[config.mk]
export PLATFORM = sky130hd
export DESIGN_NAME = fisr_fmul
export DESIGN_NICKNAME = d
export VERILOG_FILES = /design/src/rtl/core/fisr_pkg.sv /design/src/rtl/core/fisr_fmul.sv
export SDC_FILE = /design/constraint.sdc
export NUM_CORES = 2
export LEC_CHECK = 0
export BUFFER_PORTS_ARGS = -buffer_cell sky130_fd_sc_hd__buf_2
export CAP_MARGIN = 15
export CORE_MARGIN = 4
export CORE_UTILIZATION = 30
export DETAILED_ROUTE_END_ITERATION = 12
export SYNTH_ARGS = -nofsm -noshare
export SYNTH_HDL_FRONTEND = slang
export SYNTH_SLANG_ARGS = --single-unit
[constraint.sdc]
create_clock -name clk -period 10.9 [get_ports clk]
set_input_delay 2.18 -clock clk [delete_from_list [all_inputs] [get_ports clk]]
set_output_delay 2.18 -clock clk [all_outputs]
set_load 0.02 [all_outputs]
[src/rtl/core/fisr_pkg.sv]
// ----------------------------------------------------------------------------
// fisr_pkg
// shared constants and helpers for the pipelined reciprocal square root
// ----------------------------------------------------------------------------
package fisr_pkg;

    localparam logic [31:0] MAGIC_SEED = 32'h5f3759df;
    localparam logic [31:0] FP_HALF    = 32'h3f000000;
    localparam logic [31:0] FP_THREE_HALVES = 32'h3fc00000;
    localparam logic [31:0] FP_QNAN    = 32'h7fc00000;
    localparam logic [30:0] FP_INF_MAG = 31'h7f800000;

    // stages per arithmetic unit and in the whole pipe
    localparam int UNIT_STAGES = 3;
    localparam int NUM_STAGES  = 5 * UNIT_STAGES;

    // leading zero count of a 48-bit word, 48 when zero
    function automatic logic [5:0] lzc48(input logic [47:0] w);
        logic [5:0] cnt;
        cnt = 6'd48;
        for (int i = 0; i < 48; i++)
        begin
            if (w[i])
            begin
                cnt = 6'(47 - i);
            end
        end
        return cnt;
    endfunction

    // leading zero count of a 28-bit word, 28 when zero
    function automatic logic [4:0] lzc28(input logic [27:0] w);
        logic [4:0] cnt;
        cnt = 5'd28;
        for (int i = 0; i < 28; i++)
        begin
            if (w[i])
            begin
                cnt = 5'(27 - i);
            end
        end
        return cnt;
    endfunction

endpackage

[src/rtl/core/fisr_fmul.sv]
// ----------------------------------------------------------------------------
// fisr_fmul
// three-stage binary32 multiplier, nearest-even, subnormals kept
// ----------------------------------------------------------------------------
module fisr_fmul
(
    input  logic        clk,
    input  logic [2:0]  en,
    input  logic [31:0] a,
    input  logic [31:0] b,
    output logic [31:0] p
);

    // stage a: significand product
    logic [47:0]        prod_reg;
    logic signed [10:0] base_reg;
    logic               sign_a_reg, nan_a_reg, inf_a_reg;

    logic [7:0]  ea8, eb8;
    logic [23:0] ma, mb;
    logic        a_nan, b_nan, a_inf, b_inf, a_zero, b_zero;

    always_comb
    begin
        ea8    = a[30:23];
        eb8    = b[30:23];
        ma     = {ea8 != 8'd0, a[22:0]};
        mb     = {eb8 != 8'd0, b[22:0]};
        a_nan  = (ea8 == 8'hff) && (a[22:0] != 23'd0);
        b_nan  = (eb8 == 8'hff) && (b[22:0] != 23'd0);
        a_inf  = (ea8 == 8'hff) && (a[22:0] == 23'd0);
        b_inf  = (eb8 == 8'hff) && (b[22:0] == 23'd0);
        a_zero = (a[30:0] == 31'd0);
        b_zero = (b[30:0] == 31'd0);
    end

    always_ff @(posedge clk)
    begin
        if (en[0])
        begin
            prod_reg   <= ma * mb;
            base_reg   <= $signed(11'((ea8 == 8'd0) ? 8'd1 : ea8))
                        + $signed(11'((eb8 == 8'd0) ? 8'd1 : eb8)) - 11'sd126;
            sign_a_reg <= a[31] ^ b[31];
            nan_a_reg  <= a_nan | b_nan | (a_inf & b_zero) | (b_inf & a_zero);
            inf_a_reg  <= a_inf | b_inf;
        end
    end

    // stage b: normalize, or denormalize toward the subnormal range
    logic [47:0]       norm_reg;
    logic              sticky_reg, zero_reg, sign_b_reg, nan_b_reg, inf_b_reg;
    logic signed [10:0] texp_reg;

    logic [5:0]         z;
    logic signed [10:0] diff;
    logic [95:0]        rsh;
    logic [47:0]        norm_next;
    logic               sticky_next;
    logic signed [10:0] texp_next;

    always_comb
    begin
        z           = fisr_pkg::lzc48(prod_reg);
        diff        = base_reg - $signed(11'(z));
        rsh         = {prod_reg, 48'd0} >> 7'(11'sd1 - base_reg);
        sticky_next = 1'b0;
        if (diff >= 11'sd1)
        begin
            texp_next = diff;
            norm_next = prod_reg << z;
        end
        else if (base_reg >= 11'sd1)
        begin
            texp_next = 11'sd1;
            norm_next = prod_reg << 6'(base_reg - 11'sd1);
        end
        else
        begin
            texp_next   = 11'sd1;
            norm_next   = rsh[95:48];
            sticky_next = |rsh[47:0];
        end
    end

    always_ff @(posedge clk)
    begin
        if (en[1])
        begin
            norm_reg   <= norm_next;
            sticky_reg <= sticky_next;
            texp_reg   <= texp_next;
            zero_reg   <= (prod_reg == 48'd0);
            sign_b_reg <= sign_a_reg;
            nan_b_reg  <= nan_a_reg;
            inf_b_reg  <= inf_a_reg;
        end
    end

    // stage c: round and pack, mantissa carry runs into the exponent
    logic [31:0] p_reg;
    logic [31:0] p_next;
    logic        inc;
    logic [30:0] packed_mag;

    always_comb
    begin
        inc = norm_reg[23] & ((|norm_reg[22:0]) | sticky_reg | norm_reg[24]);
        packed_mag = {texp_reg[7:0] - 8'd1, 23'd0} + 31'(norm_reg[47:24]) + 31'(inc);
        priority if (nan_b_reg)
        begin
            p_next = fisr_pkg::FP_QNAN;
        end
        else if (inf_b_reg || texp_reg >= 11'sd255)
        begin
            p_next = {sign_b_reg, fisr_pkg::FP_INF_MAG};
        end
        else if (zero_reg)
        begin
            p_next = {sign_b_reg, 31'd0};
        end
        else
        begin
            p_next = {sign_b_reg, packed_mag};
        end
    end

    always_ff @(posedge clk)
    begin
        if (en[2])
        begin
            p_reg <= p_next;
        end
    end

    assign p = p_reg;

endmodule

After elaboration in Yosys (flattened, before gate mapping)

Index checks and enable logic that the tools add are counted.

Register bits: 157
Input bits: 68
Logic and storage cells: 117

Bitwise logic cells: 10
Muxes and demuxes: 54
$lt $le $gt $ge: 3
$add $sub $neg: 8
Reductions and logical operators: 21
Multiply operators: 1
Shift-type cells: 3
Equal/unequal tests: 2

Operators by type and width:

| cell                                                                                  | number |
|---|---|
| 6-bit two-way mux                                                                     | 47 |
| 48-bit two-way mux                                                                    | 2 |
| 48-bit by 6-bit << shifter with 48-bit output                                         | 2 |
| 96-bit by 7-bit right shift with 96-bit output                                        | 1 |
| 31-bit zero test                                                                      | 2 |
| 48-bit zero test                                                                      | 1 |
| 24-bit by 24-bit multiplier with 48-bit output                                        | 1 |
| 48-bit OR reduction                                                                   | 1 |
| 23-bit zero test                                                                      | 2 |
| 23-bit nonzero test                                                                   | 2 |
| 31-bit by 1-bit adder with 31-bit output                                              | 1 |
| 31-bit by 24-bit adder with 31-bit output                                             | 1 |
| 31-bit two-way mux                                                                    | 1 |
| 23-bit two-way mux                                                                    | 1 |
| 23-bit OR reduction                                                                   | 1 |
| 8-bit == test (second input constant)                                                 | 2 |
| 8-bit zero test                                                                       | 2 |
| 8-bit two-way mux                                                                     | 2 |
| 8-bit nonzero test                                                                    | 2 |
| 11-bit by 2-bit greater-or-equal comparator with 1-bit output (second input constant) | 1 |
| 11-bit by 9-bit greater-or-equal comparator with 1-bit output (second input constant) | 1 |
| 10-bit by 7-bit subtractor with 11-bit output                                         | 1 |
| 10-bit by 2-bit greater-or-equal comparator with 1-bit output (second input constant) | 1 |
| 9-bit by 7-bit subtractor with 10-bit output (second input constant)                  | 1 |
| 12 further kinds                                                                      | 23 |

Longest topological paths before layout

Depth after elaboration: 51
Depth in mapped cells: 28
Depth with buffers taken out: 27

Worst setup path before layout

Ideal clock, no wire load.

Kind: input -> register
Start: input b[6]
End: register prod_reg[42] (data pin)
Library setup time: 0.258 ns
Required time: 10.642 ns
Cell stages on the path: 25
Path slack: 1.884 ns
Arrival time: 8.758 ns
Path through: clkbuf_1 clkbuf_1 nand2_1 fa_1 inv_1 fa_1 fa_1 fa_1 fa_1 inv_1 fa_1 inv_1 fa_1 ha_1 a2111oi_0 nand2b_1 o21ai_0 a31oi_1 o41ai_1 a22oi_1 a32o_1 o221ai_1 o21ai_1 a21oi_1 xnor2_1

Longest elaborated chain between the ends: 1

RTL lines:

| element                                        | line            | source |
|---|---|---|
| start, declared                                | fisr_fmul.sv:10 | `input logic [31:0] b,` |
| 24-bit by 24-bit multiplier with 48-bit output | fisr_fmul.sv:41 | `prod_reg <= ma * mb;` |
| end signal, assigned                           | fisr_fmul.sv:41 |  |
| end, declared                                  | fisr_fmul.sv:15 | `logic [47:0] prod_reg;` |

Every way passes these cells.
A chain may end at the register's enable or synchronous reset.

Worst setup path after layout

Start: input b[3]
End: register prod_reg[40] (data pin)

Same word-level chain as after synthesis.

==> run summary <==
status: finished, final reports clean
Starting Density: 0.302
yosys warns: 0
vias per std cell: 5.31
final net count: 4,567
Synth area leaders: fa_1, edfxtp_1, ha_1
fraction of synthesis flops using an asynchronous set or reset pin: 0
clk_skew: 0.0189 ns
kind of critical path: in -> reg
Post-CTS Resized: 0
vias in the first global route: 28.6k
DP HPWL: 86,700 um
overall routed net length: 114,000 um
Post-CTS Setup Bufs: 0
Synth cell types: 86
antenna viol nets, final: 0
Yosys top cell area share: 0.281
post-layout min period: 9.54 ns
post-synth top area cell: fa_1
Placed Cells: 5,306
share of layout cells above drive strength 1: 0.0847
DR vias: 28.4k
global-route total usage across every layer: 0.188
most frequent cell after synthesis: nand2_1
CTS Root Cell: clkbuf_16
Main synth FF type: edfxtp_1
initial antenna violation count: 5
Syn Inst Count: 3,907
f_max: 105 MHz
Synthesized Nets: 4,661
unrepaired setup endpoints after global routing: false
gpl congestion: 0.973
Clock Latency Late Sink: 0.47 ns
Area Overhead vs Synth: 7.03%
WP data arrival: 9.76 ns
Worst Path Required: 11.11 ns
Post-synth top cells: nand2_1, inv_1, fa_1
chip width: 347 um
Max-slew headroom: 0.331
Max Cap Violations: 0
worst-margin pin slew: 0.978 ns
Final Util: 0.323
depth of the CTS H-tree: 4
crit-path max FO: 25
Mapped Area: 34,500 um2
residual DRC count: 0
fin. max-slew vios: 0
pin count of the biggest net entering global routing: 69
Ports: 100
cts bufs inserted: 17
Die ar.: 121,000 um2
Max clock buf depth: 2
Die Span Y: 347 um
wire per inst: 21.4 um
TritonCTS clock tree: yes
EDFF count, synth: 157
Avg Cell Area, Syn: 8.83 um2
Hold Path Class: reg -> reg
row cnt: 124
post-synthesis sequential element count: 157
final worst-path cycle share: 0.875
setup TNS: 0 ns
sequential element share of the synthesized area: 0.137
Crit. End Element: register
initial DRC count: 2,815
Core ar.: 114,000 um2
first-pass GRT wire length: 176,000 um
Final Hold Fails: 0
first-pass iteration count of the detailed router: 8
Sink Count: 157
Port Buffers: 99
final std cells w/o fill: 5,339
Worst-path clk slew: 0.07 ns
final setup violation count: 0
Worst Setup Start Kind: input pin
hold path depth: 0
worst-case reg-to-reg path depth: 19
post-cts hold buffer count: 0
Overflow after GRT: 0
## worst max-delay path, stage by stage
cell and delay, ns:
buf_2 0.51, nand2_1 0.17, fa_1 0.57, inv_1 0.05, fa_1 0.48, fa_1 0.57
fa_1 0.44, fa_1 0.57, inv_1 0.06, fa_1 0.48, inv_1 0.05, fa_1 0.43
ha_1 0.38, a2111oi_0 0.53, nand2b_1 0.10, o21ai_0 0.10, a31oi_1 0.09, o41ai_1 0.66
a22oi_1 0.31, a32o_1 0.30, o221ai_1 0.32, o21bai_1 0.11, a21oi_1 0.21, xnor2_1 0.08
## cell type report
cell class	count	area, um2
fill	12138	77300
clock inverter	15	190
antenna	1	2.50
sequential	157	4710
inverter	536	2010
clock buffer	17	425
timing repair buffer	162	968
tap	1512	1890
multi-input combinational	2939	26700
## layout by cell type (no fill, tap or decap), types with 6 or more instances in the layout
master and count:
nand2_1 661, a31oi_1 22, nor2_1 205, a211o_1 6, xnor2_2 6, mux2_2 22, a221oi_1 27, o21ai_0 106
nor4_1 39, o21a_1 12, o22ai_1 41, clkbuf_16 17, buf_4 63, edfxtp_1 157, and4_1 7, nor2b_1 20
xnor2_1 50, fa_1 484, o211ai_1 31, inv_1 532, xor2_1 38, a211oi_1 29, nor3_1 40, o31ai_1 7
nand4_1 22, o21ai_1 22, ha_1 200, nand3_1 36, clkinv_8 7, o21bai_1 11, mux2i_1 194, and2_1 235
a21oi_1 124, buf_2 99, nand2b_1 20, and3_1 10, a22oi_1 18, a21o_1 13, mux4_2 70
## routing by layer
metal | vias to the layer above | track usage | wire [um]
li1 | 12700 | - | -
met1 | 14079 | 0.264 | 49400
met2 | 1331 | 0.290 | 50600
met3 | 240 | 0.0341 | 9610
met4 | 2 | 0.0651 | 4480
met5 | - | 0 | 13
## final timing paths
check	slack, ns	to	from
setup / recovery	1.36	prod_reg[40]$_DFFE_PP_	b[3]
hold / removal	0.44	sign_b_reg$_DFFE_PP_	sign_a_reg$_DFFE_PP_
setup reg to reg	4.62	norm_reg[44]$_DFFE_PP_	prod_reg[42]$_DFFE_PP_
hold reg to reg	0.44	sign_b_reg$_DFFE_PP_	sign_a_reg$_DFFE_PP_
## metrics by stage
step | hold slack [ns] | setup WS [ns] | area (um2)
floorplan | 0.400 | 1.88 | 34500
global placement | 0.410 | 0.963 | 36300
detailed placement | 0.418 | 0.882 | 36300
CTS | 0.439 | 1.37 | 36900
global route | 0.460 | 0.913 | 36900
finish | 0.436 | 1.36 | 36900
## cells by family (layout without fill, tap and decap cells)
| family | Yosys count | in the layout | synth area share |
|---|---|---|---|
| AND/OR/NAND/NOR | 1315 | 1315 | 0.174 |
| buffers and inverters | 811 | 730 | 0.0924 |
| adder cells (fa/ha/maj) | 686 | 686 | 0.354 |
| AO/OA/AOI/OAI | 539 | 539 | 0.101 |
| multiplexers | 298 | 298 | 0.116 |
| flip-flops | 157 | 157 | 0.137 |
| XOR/XNOR | 100 | 100 | 0.0258 |
| other | 1 | 2 | 0.000109 |
Power is left out: the tool's default activity adds up to more than one toggle a clock period on the data nets, which glitch-free logic cannot reach.
