[src/rtl/core/fisr_pkg.sv]
// ----------------------------------------------------------------------------
// fisr_pkg
// shared constants and helpers for the pipelined reciprocal square root
// ----------------------------------------------------------------------------
package fisr_pkg;

    localparam logic [31:0] MAGIC_SEED = 32'h5f3759df;
    localparam logic [31:0] FP_HALF    = 32'h3f000000;
    localparam logic [31:0] FP_THREE_HALVES = 32'h3fc00000;
    localparam logic [31:0] FP_QNAN    = 32'h7fc00000;
    localparam logic [30:0] FP_INF_MAG = 31'h7f800000;

    // stages per arithmetic unit and in the whole pipe
    localparam int UNIT_STAGES = 3;
    localparam int NUM_STAGES  = 5 * UNIT_STAGES;

    // leading zero count of a 48-bit word, 48 when zero
    function automatic logic [5:0] lzc48(input logic [47:0] w);
        logic [5:0] cnt;
        cnt = 6'd48;
        for (int i = 0; i < 48; i++)
        begin
            if (w[i])
            begin
                cnt = 6'(47 - i);
            end
        end
        return cnt;
    endfunction

    // leading zero count of a 28-bit word, 28 when zero
    function automatic logic [4:0] lzc28(input logic [27:0] w);
        logic [4:0] cnt;
        cnt = 5'd28;
        for (int i = 0; i < 28; i++)
        begin
            if (w[i])
            begin
                cnt = 5'(27 - i);
            end
        end
        return cnt;
    endfunction

endpackage

[src/rtl/core/fisr_fadd.sv]
// ----------------------------------------------------------------------------
// fisr_fadd
// three-stage binary32 adder, nearest-even, subnormals kept
// ----------------------------------------------------------------------------
module fisr_fadd
(
    input  logic        clk,
    input  logic [2:0]  en,
    input  logic [31:0] a,
    input  logic [31:0] b,
    output logic [31:0] s
);

    // stage a: order by magnitude and align the smaller operand
    logic [26:0] mx_reg, al_reg;
    logic [7:0]  eb_reg;
    logic        sign_a_reg, sub_a_reg, nan_a_reg, inf_a_reg, zsign_a_reg;

    logic [31:0] big, sml;
    logic [7:0]  e_big, e_sml, align_dist;
    logic [23:0] m_big, m_sml;
    logic [49:0] sh;
    logic        a_nan, b_nan, a_inf, b_inf;

    always_comb
    begin
        if (a[30:0] >= b[30:0])
        begin
            big = a;
            sml = b;
        end
        else
        begin
            big = b;
            sml = a;
        end
        e_big = (big[30:23] == 8'd0) ? 8'd1 : big[30:23];
        e_sml = (sml[30:23] == 8'd0) ? 8'd1 : sml[30:23];
        m_big = {big[30:23] != 8'd0, big[22:0]};
        m_sml = {sml[30:23] != 8'd0, sml[22:0]};
        align_dist = e_big - e_sml;
        sh    = {m_sml, 26'd0} >> align_dist;
        a_nan = (a[30:23] == 8'hff) && (a[22:0] != 23'd0);
        b_nan = (b[30:23] == 8'hff) && (b[22:0] != 23'd0);
        a_inf = (a[30:23] == 8'hff) && (a[22:0] == 23'd0);
        b_inf = (b[30:23] == 8'hff) && (b[22:0] == 23'd0);
    end

    always_ff @(posedge clk)
    begin
        if (en[0])
        begin
            mx_reg      <= {m_big, 3'd0};
            al_reg      <= {sh[49:24], sh[23] | (|sh[22:0])};
            eb_reg      <= e_big;
            sign_a_reg  <= big[31];
            sub_a_reg   <= a[31] ^ b[31];
            nan_a_reg   <= a_nan | b_nan | (a_inf & b_inf & (a[31] != b[31]));
            inf_a_reg   <= a_inf | b_inf;
            zsign_a_reg <= a[31] & b[31];
        end
    end

    // stage b: add or subtract, find the normalizing shift
    logic [27:0]        sum_reg;
    logic               rsh_reg, zero_reg, sign_b_reg, nan_b_reg, inf_b_reg, zsign_b_reg;
    logic [4:0]         lsh_reg;
    logic signed [9:0]  texp_reg;

    logic [27:0]       sum;
    logic [4:0]        z;
    logic signed [9:0] diff;
    logic [4:0]        lsh_next;
    logic signed [9:0] texp_next;

    always_comb
    begin
        sum  = sub_a_reg ? ({1'b0, mx_reg} - {1'b0, al_reg})
                         : ({1'b0, mx_reg} + {1'b0, al_reg});
        z    = fisr_pkg::lzc28(sum) - 5'd1;
        diff = $signed(10'(eb_reg)) - $signed(10'(z));
        lsh_next = 5'd0;
        if (sum[27])
        begin
            texp_next = $signed(10'(eb_reg)) + 10'sd1;
        end
        else if (diff >= 10'sd1)
        begin
            texp_next = diff;
            lsh_next  = z;
        end
        else
        begin
            texp_next = 10'sd1;
            lsh_next  = 5'(eb_reg - 8'd1);
        end
    end

    always_ff @(posedge clk)
    begin
        if (en[1])
        begin
            sum_reg     <= sum;
            rsh_reg     <= sum[27];
            lsh_reg     <= lsh_next;
            texp_reg    <= texp_next;
            zero_reg    <= (sum == 28'd0);
            sign_b_reg  <= sign_a_reg;
            nan_b_reg   <= nan_a_reg;
            inf_b_reg   <= inf_a_reg;
            zsign_b_reg <= zsign_a_reg;
        end
    end

    // stage c: shift, round and pack
    logic [31:0] s_reg;
    logic [31:0] s_next;
    logic [26:0] norm;
    logic        sticky, inc;
    logic [30:0] packed_mag;

    always_comb
    begin
        norm   = rsh_reg ? sum_reg[27:1] : (sum_reg[26:0] << lsh_reg);
        sticky = rsh_reg & sum_reg[0];
        inc    = norm[2] & (norm[1] | norm[0] | sticky | norm[3]);
        packed_mag = {texp_reg[7:0] - 8'd1, 23'd0} + 31'(norm[26:3]) + 31'(inc);
        priority if (nan_b_reg)
        begin
            s_next = fisr_pkg::FP_QNAN;
        end
        else if (inf_b_reg || texp_reg >= 10'sd255)
        begin
            s_next = {sign_b_reg, fisr_pkg::FP_INF_MAG};
        end
        else if (zero_reg)
        begin
            s_next = {zsign_b_reg, 31'd0};
        end
        else
        begin
            s_next = {sign_b_reg, packed_mag};
        end
    end

    always_ff @(posedge clk)
    begin
        if (en[2])
        begin
            s_reg <= s_next;
        end
    end

    assign s = s_reg;

endmodule

[config.mk]
export PLATFORM = sky130hd
export DESIGN_NAME = fisr_fadd
export DESIGN_NICKNAME = d
export VERILOG_FILES = /design/src/rtl/core/fisr_pkg.sv /design/src/rtl/core/fisr_fadd.sv
export SDC_FILE = /design/constraint.sdc
export NUM_CORES = 1
export LEC_CHECK = 0
export BUFFER_PORTS_ARGS = -buffer_cell sky130_fd_sc_hd__buf_2
export CORE_MARGIN = 1.5
export CORE_UTILIZATION = 65
export CTS_BUF_LIST = sky130_fd_sc_hd__clkbuf_16
export DETAILED_ROUTE_END_ITERATION = 12
export GPL_ROUTABILITY_DRIVEN = 1
export PLACE_DENSITY = 0.93
export RECOVER_POWER = 25
export SLEW_MARGIN = 20
export SYNTH_ARGS = -nofsm -noshare
export SYNTH_HDL_FRONTEND = slang
export SYNTH_SLANG_ARGS = --single-unit
[constraint.sdc]
create_clock -name clk -period 15.48 [get_ports clk]
set_input_delay 0.774 -clock clk [delete_from_list [all_inputs] [get_ports clk]]
set_output_delay 0.774 -clock clk [all_outputs]
set_load 0.02 [all_outputs]
# [Word-level counts from Yosys, hierarchy flattened]
# Index checks and enable logic that the tools add are counted.
[totals] regBits=145 in_bits=68 out_inout_bits=32 word_cells=107
[op_classes] n_addsub=10 n_lt_le_gt_ge=3 n_eq_ne=3 n_shift=2 muxes=39 bitwise=13 reduce_logical=17
[op_table] operator="5-bit two-way mux" count=28
[op_table] operator="32-bit two-way mux" count=3
[op_table] operator="50-bit by 8-bit >> shifter with 50-bit output" count=1
[op_table] operator="23-bit zero test" count=2
[op_table] operator="23-bit nonzero test" count=2
[op_table] operator="31-bit by 1-bit adder with 31-bit output" count=1
[op_table] operator="31-bit by 24-bit adder with 31-bit output" count=1
[op_table] operator="31-bit >= comparator" count=1
[op_table] operator="31-bit two-way mux" count=1
[op_table] operator="27-bit by 27-bit adder with 28-bit output" count=1
[op_table] operator="28-bit zero test" count=1
[op_table] operator="28-bit two-way mux" count=1
[op_table] operator="27-bit by 27-bit subtractor with 28-bit output" count=1
[op_table] operator="27-bit two-way mux" count=1
[op_table] operator="27-bit by 5-bit left shift with 27-bit output" count=1
[op_table] operator="23-bit OR reduction" count=1
[op_table] operator="10-bit two-way mux" count=2
[op_table] operator="8-bit equality test (second input constant)" count=2
[op_table] operator="8-bit zero test" count=2
[op_table] operator="8-bit two-way mux" count=2
[op_table] operator="8-bit nonzero test" count=2
[op_table] operator="10-bit by 9-bit >= comparator with 1-bit output (second input constant)" count=1
[op_table] operator="5-bit by 1-bit subtractor with 5-bit output (second input constant)" count=2
[op_table] operator="8-bit by 1-bit adder with 9-bit output (second input constant)" count=1
[op_table] operator="13 further kinds" count=26

# [Logic depth before layout (Yosys ltp)]
# Gate-level depths: netlist (run 1).
[logic_depth] ltp_word=35 depth_mapped=36 depth_no_buf=31

# [Worst setup path before layout (run 1)]
# OpenSTA, ideal clock, no wires.
[synth_path] path_kind="in2reg" startpoint="input port b[16]" endpoint="register al_reg[0] (data pin)" setup_ns=0.262 t_arrival_ns=7.377 slack_ns=7.840 path_stages=33 n_path_buf=7 path_cell_list="inv_1 -> ha_1 -> a21o_1 -> a21o_1 -> a211oi_1 -> or3_1 -> a31oi_1 -> or2_2 -> nor2_1 -> buf_1 -> clkbuf_1 -> buf_1 -> clkbuf_1 -> clkbuf_1 -> a21oi_1 -> ha_1 -> nor2b_1 -> o21ai_0 -> a21boi_0 -> o21ai_0 -> a21oi_1 -> nor2_1 -> xor2_1 -> nor2_1 -> clkbuf_1 -> clkbuf_1 -> a22oi_1 -> nor2_1 -> a2111oi_0 -> o2111ai_1 -> o31ai_1 -> a41o_1 -> a31oi_1"
[synth_via] elab_chain_len=8
[synth_lines] item="start, declared" line_no="fisr_fadd.sv:10" text="input logic [31:0] b,"
[synth_lines] item="31-bit >= comparator" line_no="fisr_fadd.sv:27" text="if (a[30:0] >= b[30:0])"
[synth_lines] item="32-bit two-way mux / 31-bit two-way mux (equally long branches)" line_no="fisr_fadd.sv:27"
[synth_lines] item="8-bit zero test (on tied branches)" line_no="fisr_fadd.sv:37, fisr_fadd.sv:38"
[synth_lines] item="8-bit two-way mux (on tied branches)" line_no="fisr_fadd.sv:37, fisr_fadd.sv:38"
[synth_lines] item="8-bit subtractor" line_no="fisr_fadd.sv:41" text="align_dist = e_big - e_sml;"
[synth_lines] item="50-bit by 8-bit >> shifter with 50-bit output (*)" line_no="fisr_fadd.sv:42" text="sh = {m_sml, 26'd0} >> align_dist;"
[synth_lines] item="23-bit OR reduction" line_no="fisr_fadd.sv:54" text="al_reg <= {sh[49:24], sh[23] | (|sh[22:0])};"
[synth_lines] item="1-bit bitwise OR (*)" line_no="fisr_fadd.sv:54"
[synth_lines] item="end signal, assigned" line_no="fisr_fadd.sv:54"
[synth_lines] item="end, declared" line_no="fisr_fadd.sv:15" text="logic [26:0] mx_reg, al_reg;"
# Mark *: on every way between the ends. The rest lies on a longest branch, timed or not.
# A chain may end at the register's enable or synchronous reset.

# [Worst setup path in the final report (run 1)]
[layout_path] startpoint="register mx_reg[4]" endpoint="register lsh_reg[2] (data pin)"
[layout_lines] item="start, declared" line_no="fisr_fadd.sv:15"
[layout_lines] item="start signal, assigned" line_no="fisr_fadd.sv:53" text="mx_reg <= {m_big, 3'd0};"
[layout_lines] item="27-bit by 27-bit adder with 28-bit output / 27-bit by 27-bit subtractor with 28-bit output (equally long branches)" line_no="fisr_fadd.sv:79, fisr_fadd.sv:78"
[layout_lines] item="28-bit two-way mux (*)" line_no="fisr_fadd.sv:78" text="sum = sub_a_reg ? ({1'b0, mx_reg} - {1'b0, al_reg})"
[layout_lines] item="named net sum[22]" line_no="fisr_fadd.sv:70" text="logic [27:0] sum;"
[layout_lines] item="5-bit two-way mux (*) (6 in series)" line_no="fisr_pkg.sv:37" text="if (w[i])"
[layout_lines] item="5-bit by 1-bit subtractor with 5-bit output (*)" line_no="fisr_fadd.sv:80" text="z = fisr_pkg::lzc28(sum) - 5'd1;"
[layout_lines] item="8-bit by 5-bit subtractor with 9-bit output" line_no="fisr_fadd.sv:81" text="diff = $signed(10'(eb_reg)) - $signed(10'(z));"
[layout_lines] item="9-bit by 2-bit >= comparator with 1-bit output" line_no="fisr_fadd.sv:87" text="else if (diff >= 10'sd1)"
[layout_lines] item="5-bit two-way mux (*)" line_no="fisr_fadd.sv:87"
[layout_lines] item="end signal, assigned" line_no="fisr_fadd.sv:105" text="lsh_reg <= lsh_next;"
[layout_lines] item="end, declared" line_no="fisr_fadd.sv:67" text="logic [4:0] lsh_reg;"
# The timed path passes the listed nets; every way through them passes the cells marked *.

==> flow_metrics.py, run 1 <==
metrics = {
    "outcome": {
        "status": "complete, but fails checks",
        "failed_checks": "max-capacitance violations, max-slew violations",
    },
    "route": {
        "wire_per_inst_um": 21.7,
        "postRouteAntennaNets": 0,
        "drtIter0Drc": 1629,
        "drc_errors": 0,
        "firstDrtPassIters": 7,
        "vias_per_cell": 7.06,
        "wirelength_um": 43900,
        "route.vias.total": 14296,
    },
    "clock_tree": {
        "path_clk_slew_ns": 0.07,
        "cts_made_buffers": 17,
        "post_cts_resized": 0,
        "cts_tree": "built",
        "hold_buffers": 0,
        "clockBufferDepth": 2,
        "post_cts.repair.setup_buffers": 0,
        "clock-root-buffer": "clkbuf_16",
        "cts_num_sinks": 144,
        "clk-insertion-delay-late_ns": 0.43,
        "htree_levels": 4,
    },
    "die": {
        "start_util": 0.663,
        "die_w_um": 155,
        "die_area_sq_mm": 0.0241,
        "die_h_um": 155,
        "coreArea_sq_mm": 0.0227,
        "num_rows": 55,
        "ios": 100,
    },
    "worst_setup_path": {
        "arrival_ns": 8.08,
        "slowest_stage": "o311ai_0",
        "crit_type": "reg -> reg",
        "end_kind": "flop",
        "path_max_fanout": 7,
        "cp.required_ns": 15.65,
        "max_stage_delay_ns": 0.64,
        "cp-start-kind": "flop",
    },
    "sta": {
        "fin_crit_sh": 0.511,
        "tightestPinTransition_ns": 3.44,
        "skew_ns": 0.0163,
        "fin_crit_ns": 7.91,
        "final_hold_viol_count": 0,
        "final-setup-viol-count": 0,
        "rsz0062_at_grt": "no",
        "relSlewSlack": -1.29,
        "slew_violations": 98,
        "fmax_mhz": 126,
        "finalSetupTns_ns": 0,
    },
    "power_and_ir_drop": {
        "p_comb_frac": 0.591,
        "seq_power_share": 0.238,
        "power_switching_mw": 1.17,
        "internal_power_mw": 1.36,
        "netSwitchingFraction": 0.463,
        "pwr_density_cell_mw_per_mm2": 155,
        "p_leak_nw": 6.41,
        "ir_drop_mv": 0.0993,
        "p_clk_frac": 0.171,
    },
    "finish": {
        "nNetsFinal": 1897,
        "area.growth.synth_to_final_pct": 8.18,
        "multi_input_area_sq_mm": 0.00996,
        "diodes": 0,
        "fillers": 1732,
        "regArea_sq_mm": 0.00432,
        "fin_util": 0.718,
        "final_layout_size_suffix_gt1_frac": 0.160,
        "largest_reg_flops": 32,
    },
    "logic_synthesis": {
        "yosysSeqAreaShare": 0.287,
        "synth.avg_cell_area_sq_um": 8.93,
        "dominantRegCellSynth": "edfxtp_1",
        "netlist_area_sq_mm": 0.0151,
        "ys_types": 95,
        "synth_edf_count": 144,
        "synth_seq_cells": 144,
        "yosys_warnings": 0,
        "synth_nets": 1855,
        "synthArstFlopShare": 0,
        "synthCells": 1686,
    },
    "global_routing": {
        "grt_usage": 0.366,
        "grt_max_degree": 65,
        "grt_pass1_vias": 13233,
        "grt_pass1_wl_um": 69800,
        "grt.overflow.total": 0,
        "antenna_found_initial": 1,
    },
    "hold_path": {
        "worstHoldPathType": "reg -> reg",
    },
    "placed_design": {
        "io_buffer_count": 99,
        "gp_congestion": 0.945,
        "dp_hpwl_um": 32800,
    },
    "job": {
        "drv_cap": 2,
    },
}
[area by class of cell]
| cell class | count | area share |
|---|---|---|
| Inverter | 122 | 0.0281 |
| Tap cell | 285 | 0.0219 |
| Multi-Input combinational cell | 1331 | 0.611 |
| Timing Repair Buffer | 112 | 0.0361 |
| Sequential cell | 144 | 0.265 |
| Clock buffer | 17 | 0.0261 |
| Clock inverter | 15 | 0.0114 |
[power by group through the flow]
stage	combinational, mW	sequential [mW]	clock, mW
2_1_floorplan	1.10	0.576	0
3_3_place_gp	1.39	0.600	0
3_5_place_dp	1.42	0.603	0
4_1_cts	1.44	0.597	0.434
5_1_grt	1.61	0.608	0.451
6_report	1.49	0.602	0.434
[per-stage QoR]
step | hold WS [ns] | cell area [sq um] | worst slack [ns] | cells | power (mW)
floorplan | 0.400 | 15100 | 7.84 | 1686 | 1.67
global placement | 0.425 | 15700 | 7.50 | 1994 | 1.99
detailed placement | 0.417 | 15700 | 7.52 | 1994 | 2.02
CTS | 0.434 | 16300 | 7.94 | 2026 | 2.48
global route | 0.458 | 16300 | 7.28 | 2026 | 2.67
finish | 0.435 | 16300 | 7.57 | 2026 | 2.53
[cells in the mapped netlist, types with 6 or more instances]
master	number	area share
o22ai_1	7	0.0029
nor3b_1	11	0.0055
xnor2_1	53	0.031
nor3_1	41	0.014
mux2i_1	28	0.019
xor2_1	20	0.012
nand2_1	129	0.032
o21bai_1	7	0.0035
a31o_2	7	0.0041
a22oi_1	16	0.0080
and3_1	12	0.0050
a2111oi_0	7	0.0041
edfxtp_1	144	0.29
a32oi_1	7	0.0041
or3_1	15	0.0062
mux4_2	56	0.084
o21a_1	12	0.0060
buf_1	11	0.0027
o21ai_0	73	0.024
nor2b_1	19	0.0079
nor2_1	185	0.046
nand4_1	26	0.011
clkbuf_1	73	0.018
a221oi_1	9	0.0052
o311ai_0	8	0.0047
ha_1	98	0.081
nand2b_1	20	0.0083
and4_1	6	0.0035
a21o_1	30	0.015
a31oi_1	22	0.0091
o2111ai_1	8	0.0047
o31ai_1	16	0.0080
or4_1	7	0.0035
and2_1	9	0.0037
a21oi_1	105	0.035
nand3_1	36	0.012
or2_2	9	0.0037
a211oi_1	31	0.015
nor4_1	28	0.012
mux2_2	42	0.031
inv_1	119	0.030
o211ai_1	18	0.0090
[cells in the final DEF (no fill, tap or decap), types with 28 or more instances in the layout]
cell	synthesis	routed
nor3_1	41	41
xnor2_1	53	52
ha_1	98	98
nand3_1	36	36
a211oi_1	31	31
a21o_1	30	30
a21oi_1	105	105
nand2_1	129	129
o21ai_0	73	73
mux4_2	56	56
mux2_2	42	42
nor4_1	28	28
buf_2	5	98
nor2_1	185	183
edfxtp_1	144	144
mux2i_1	28	28
inv_1	119	119
[final timing paths]
path,startpoint,endpoint,slack (ns),depth (start not counted)
min,nan_a_reg,nan_b_reg,0.43,0
min reg2reg,nan_a_reg,nan_b_reg,0.43,0
max reg2reg,mx_reg[4],lsh_reg[2],7.57,26
max,mx_reg[4],lsh_reg[2],7.57,26
[per-layer routing]
layer / up-vias / GRT usage / part of all wire
met5: - / 0 / 0.00030
met4: 2 / 0.120 / 0.030
met3: 146 / 0.0788 / 0.11
met2: 936 / 0.599 / 0.47
met1: 6725 / 0.488 / 0.39
li1: 6487 / - / -
[worst max-delay path: cells and delay by family, from the launching register on]
kind	cells	cell delay [ns]
muxes	1	0.33
and+or+nand+nor	6	0.88
xor gates and xnor gates	2	0.55
adders and majority gates	3	1.00
DFF	1	0.43
AOI/OAI and AO/OA	11	3.94
buffers and inverters	3	0.51
[logic make-up (layout without fill, tap and decap cells)]
group,count (synthesis),count (layout),share of synthesized area
simple gates,580,580,0.192
compound gates,448,448,0.204
buf+inv,211,266,0.0530
flops,144,144,0.287
mux,128,128,0.136
fa+ha+maj,101,101,0.0854
xor+xnor,73,73,0.0424
other cells,1,1,0.000249
No activity file was read; power rests on OpenSTA's default activity.
==> run 2: changes to the inputs <==
- CORE_UTILIZATION: 65 -> 63
- PLACE_DENSITY: 0.93 -> 0.9
- clock period: 15.48 -> 8.1 ns (I/O delays scaled with it)
==> run 2 against run 1 <==
Net effect:
- the run still ends with max-capacitance violations, max-slew violations left
- sequential cell count is the same
- global-route usage fell by 1.0 points
- first-iteration DRC count up 12%
- cell area is 0.36% higher
- critical path type unchanged
- largest power group unchanged
==> flow_metrics.py, run 2 (synthesis gave the netlist of run 1 again) <==
metrics = {
    "sta": {
        "finalSetupTns_ns": 0,
        "slew_violations": 98,
        "fmax_mhz": 135,
        "final_hold_viol_count": 0,
        "skew_ns": 0.0198,
        "relSlewSlack": -1.27,
        "final-setup-viol-count": 0,
        "fin_crit_ns": 7.38,
        "fin_crit_sh": 0.911,
        "final.setup.worst_slack_ns": 0.719,
        "rsz0062_at_grt": "no",
        "tightestPinTransition_ns": 3.41,
    },
    "finish": {
        "diodes": 0,
        "final_common_cell": "nor2_1",
        "nNetsFinal": 1902,
        "area.growth.synth_to_final_pct": 8.57,
        "final_layout_size_suffix_gt1_frac": 0.161,
        "largest_reg_flops": 32,
        "mostFrequentLayoutCells": "nor2_1, edfxtp_1, nand2_1",
    },
    "clock_tree": {
        "clockBufferDepth": 2,
        "post_cts.repair.setup_buffers": 0,
        "hold_buffers": 0,
        "clk-insertion-delay-late_ns": 0.45,
        "cts_made_buffers": 17,
        "path_clk_slew_ns": 0.08,
        "clock-root-buffer": "clkbuf_16",
        "htree_levels": 4,
        "cts_num_sinks": 144,
        "post_cts_resized": 0,
        "cts_tree": "built",
    },
    "job": {
        "drv_cap": 2,
    },
    "die": {
        "die_area_sq_mm": 0.0248,
        "start_util": 0.642,
        "die_h_um": 158,
        "num_rows": 56,
        "ios": 100,
        "coreArea_sq_mm": 0.0235,
        "die_w_um": 158,
    },
    "worst_setup_path": {
        "end_kind": "flop",
        "critPathTopFamily": "compound AO/OA/AOI/OAI gates",
        "path_depth": 27,
        "cp.required_ns": 8.30,
        "cp-start-kind": "flop",
        "cp_common_cell": "ha_1",
        "path_buf_inv": 3,
        "reg2reg_depth": 27,
        "slowest_stage": "o311ai_0",
        "crit_type": "reg -> reg",
        "max_stage_delay_ns": 0.70,
        "arrival_ns": 7.58,
        "path_max_fanout": 7,
    },
    "route": {
        "drc_errors": 0,
        "route.vias.total": 14275,
        "postRouteAntennaNets": 0,
        "vias_per_cell": 6.91,
        "wire_per_inst_um": 21.1,
        "drtIter0Drc": 1820,
        "firstDrtPassIters": 8,
        "wirelength_um": 43600,
    },
    "placed_design": {
        "place_ws_ns": 0.737,
        "dp_hpwl_um": 33200,
        "io_buffer_count": 99,
        "gp_congestion": 0.997,
    },
    "hold_path": {
        "min_path_cells": 2,
        "worstHoldPathType": "in -> reg",
    },
    "global_routing": {
        "grt.overflow.total": 0,
        "grt_pass1_vias": 13325,
        "grt_pass1_wl_um": 69400,
        "antenna_found_initial": 1,
        "grt_usage": 0.356,
        "grt_max_degree": 65,
    },
    "power_and_ir_drop": {
        "p_leak_nw": 6.42,
        "ir_drop_mv": 0.168,
        "pwr_density_cell_mw_per_mm2": 293,
    },
    "outcome": {
        "failed_checks": "max-capacitance violations, max-slew violations",
        "status": "complete, but fails checks",
    },
}
## run 2: cell count changes in the layout (fill, tap and decap cells not counted), sizes merged
cell    delta
buf        +4
clkinv     +4
bufinv     -2
inv        -2
clkbuf     +1
## run 2: cell type report
| cell class | count | area, sq um |
|---|---|---|
| multi-input cells | 1331 | 9950 |
| fillers | 1836 | 7120 |
| clock inverters | 15 | 168 |
| flip-flops and latches | 144 | 4320 |
| clock buffers | 17 | 425 |
| well taps | 319 | 399 |
| repair buffers | 117 | 624 |
| inverters | 122 | 458 |
## run 2: power breakdown
group          switching [mW]  leakage, nW  total [mW]  internal (mW)
Sequential              0.148         1.40        1.15          0.999
Combinational            1.70         4.72        2.83           1.13
Clock                   0.393        0.292       0.809          0.415
## run 2: through the flow
stage	area [sq um]	instances	hold slack (ns)	utilization	power [mW]
5_1_grt	16400	2065	0.298	0.697	5.05
3_5_place_dp	15800	2033	0.407	0.671	3.88
3_3_place_gp	15800	2033	0.404	0.671	3.82
6_report	16400	2065	0.287	0.697	4.79
4_1_cts	16400	2065	0.287	0.697	4.70
2_1_floorplan	15100	1686	0.400	-	3.20
## run 2: path summary, 6_finish.rpt
path,endpoint,slack (ns),startpoint
setup / recovery,lsh_reg[1],0.72,mx_reg[4]
hold / removal,sub_a_reg,0.29,b[31]
setup reg to reg,lsh_reg[1],0.72,mx_reg[4]
hold reg to reg,sign_b_reg,0.42,sign_a_reg
## run 2: worst reg2reg max path: stages (launching register included)
cell and delay, ns:
edfxtp_1 0.42, ha_1 0.41, nor2b_1 0.10, o311ai_0 0.70
a21boi_0 0.21, buf_4 0.20, o22ai_1 0.44, o211ai_1 0.20
a211oi_1 0.30, o21ai_1 0.20, a2111oi_0 0.57, a22o_2 0.32
a21oi_1 0.09, nand2_1 0.13, ha_1 0.24, inv_1 0.11
xnor2_1 0.25, ha_1 0.33, o21ai_0 0.10, nand2b_1 0.14
inv_1 0.17, nor2_1 0.06, o211ai_1 0.14, o21ai_0 0.20
nor3_1 0.31, nor4b_4 0.10, a31oi_4 0.34, mux2_4 0.34
## run 2: routing by layer
metal  global-route usage  up-vias  share of wire
li1                     -     6498              -
met3               0.0534      135           0.10
met5                    0        -        0.00030
met4                0.114        2          0.030
met1                0.490     6762           0.40
met2                0.578      878           0.47
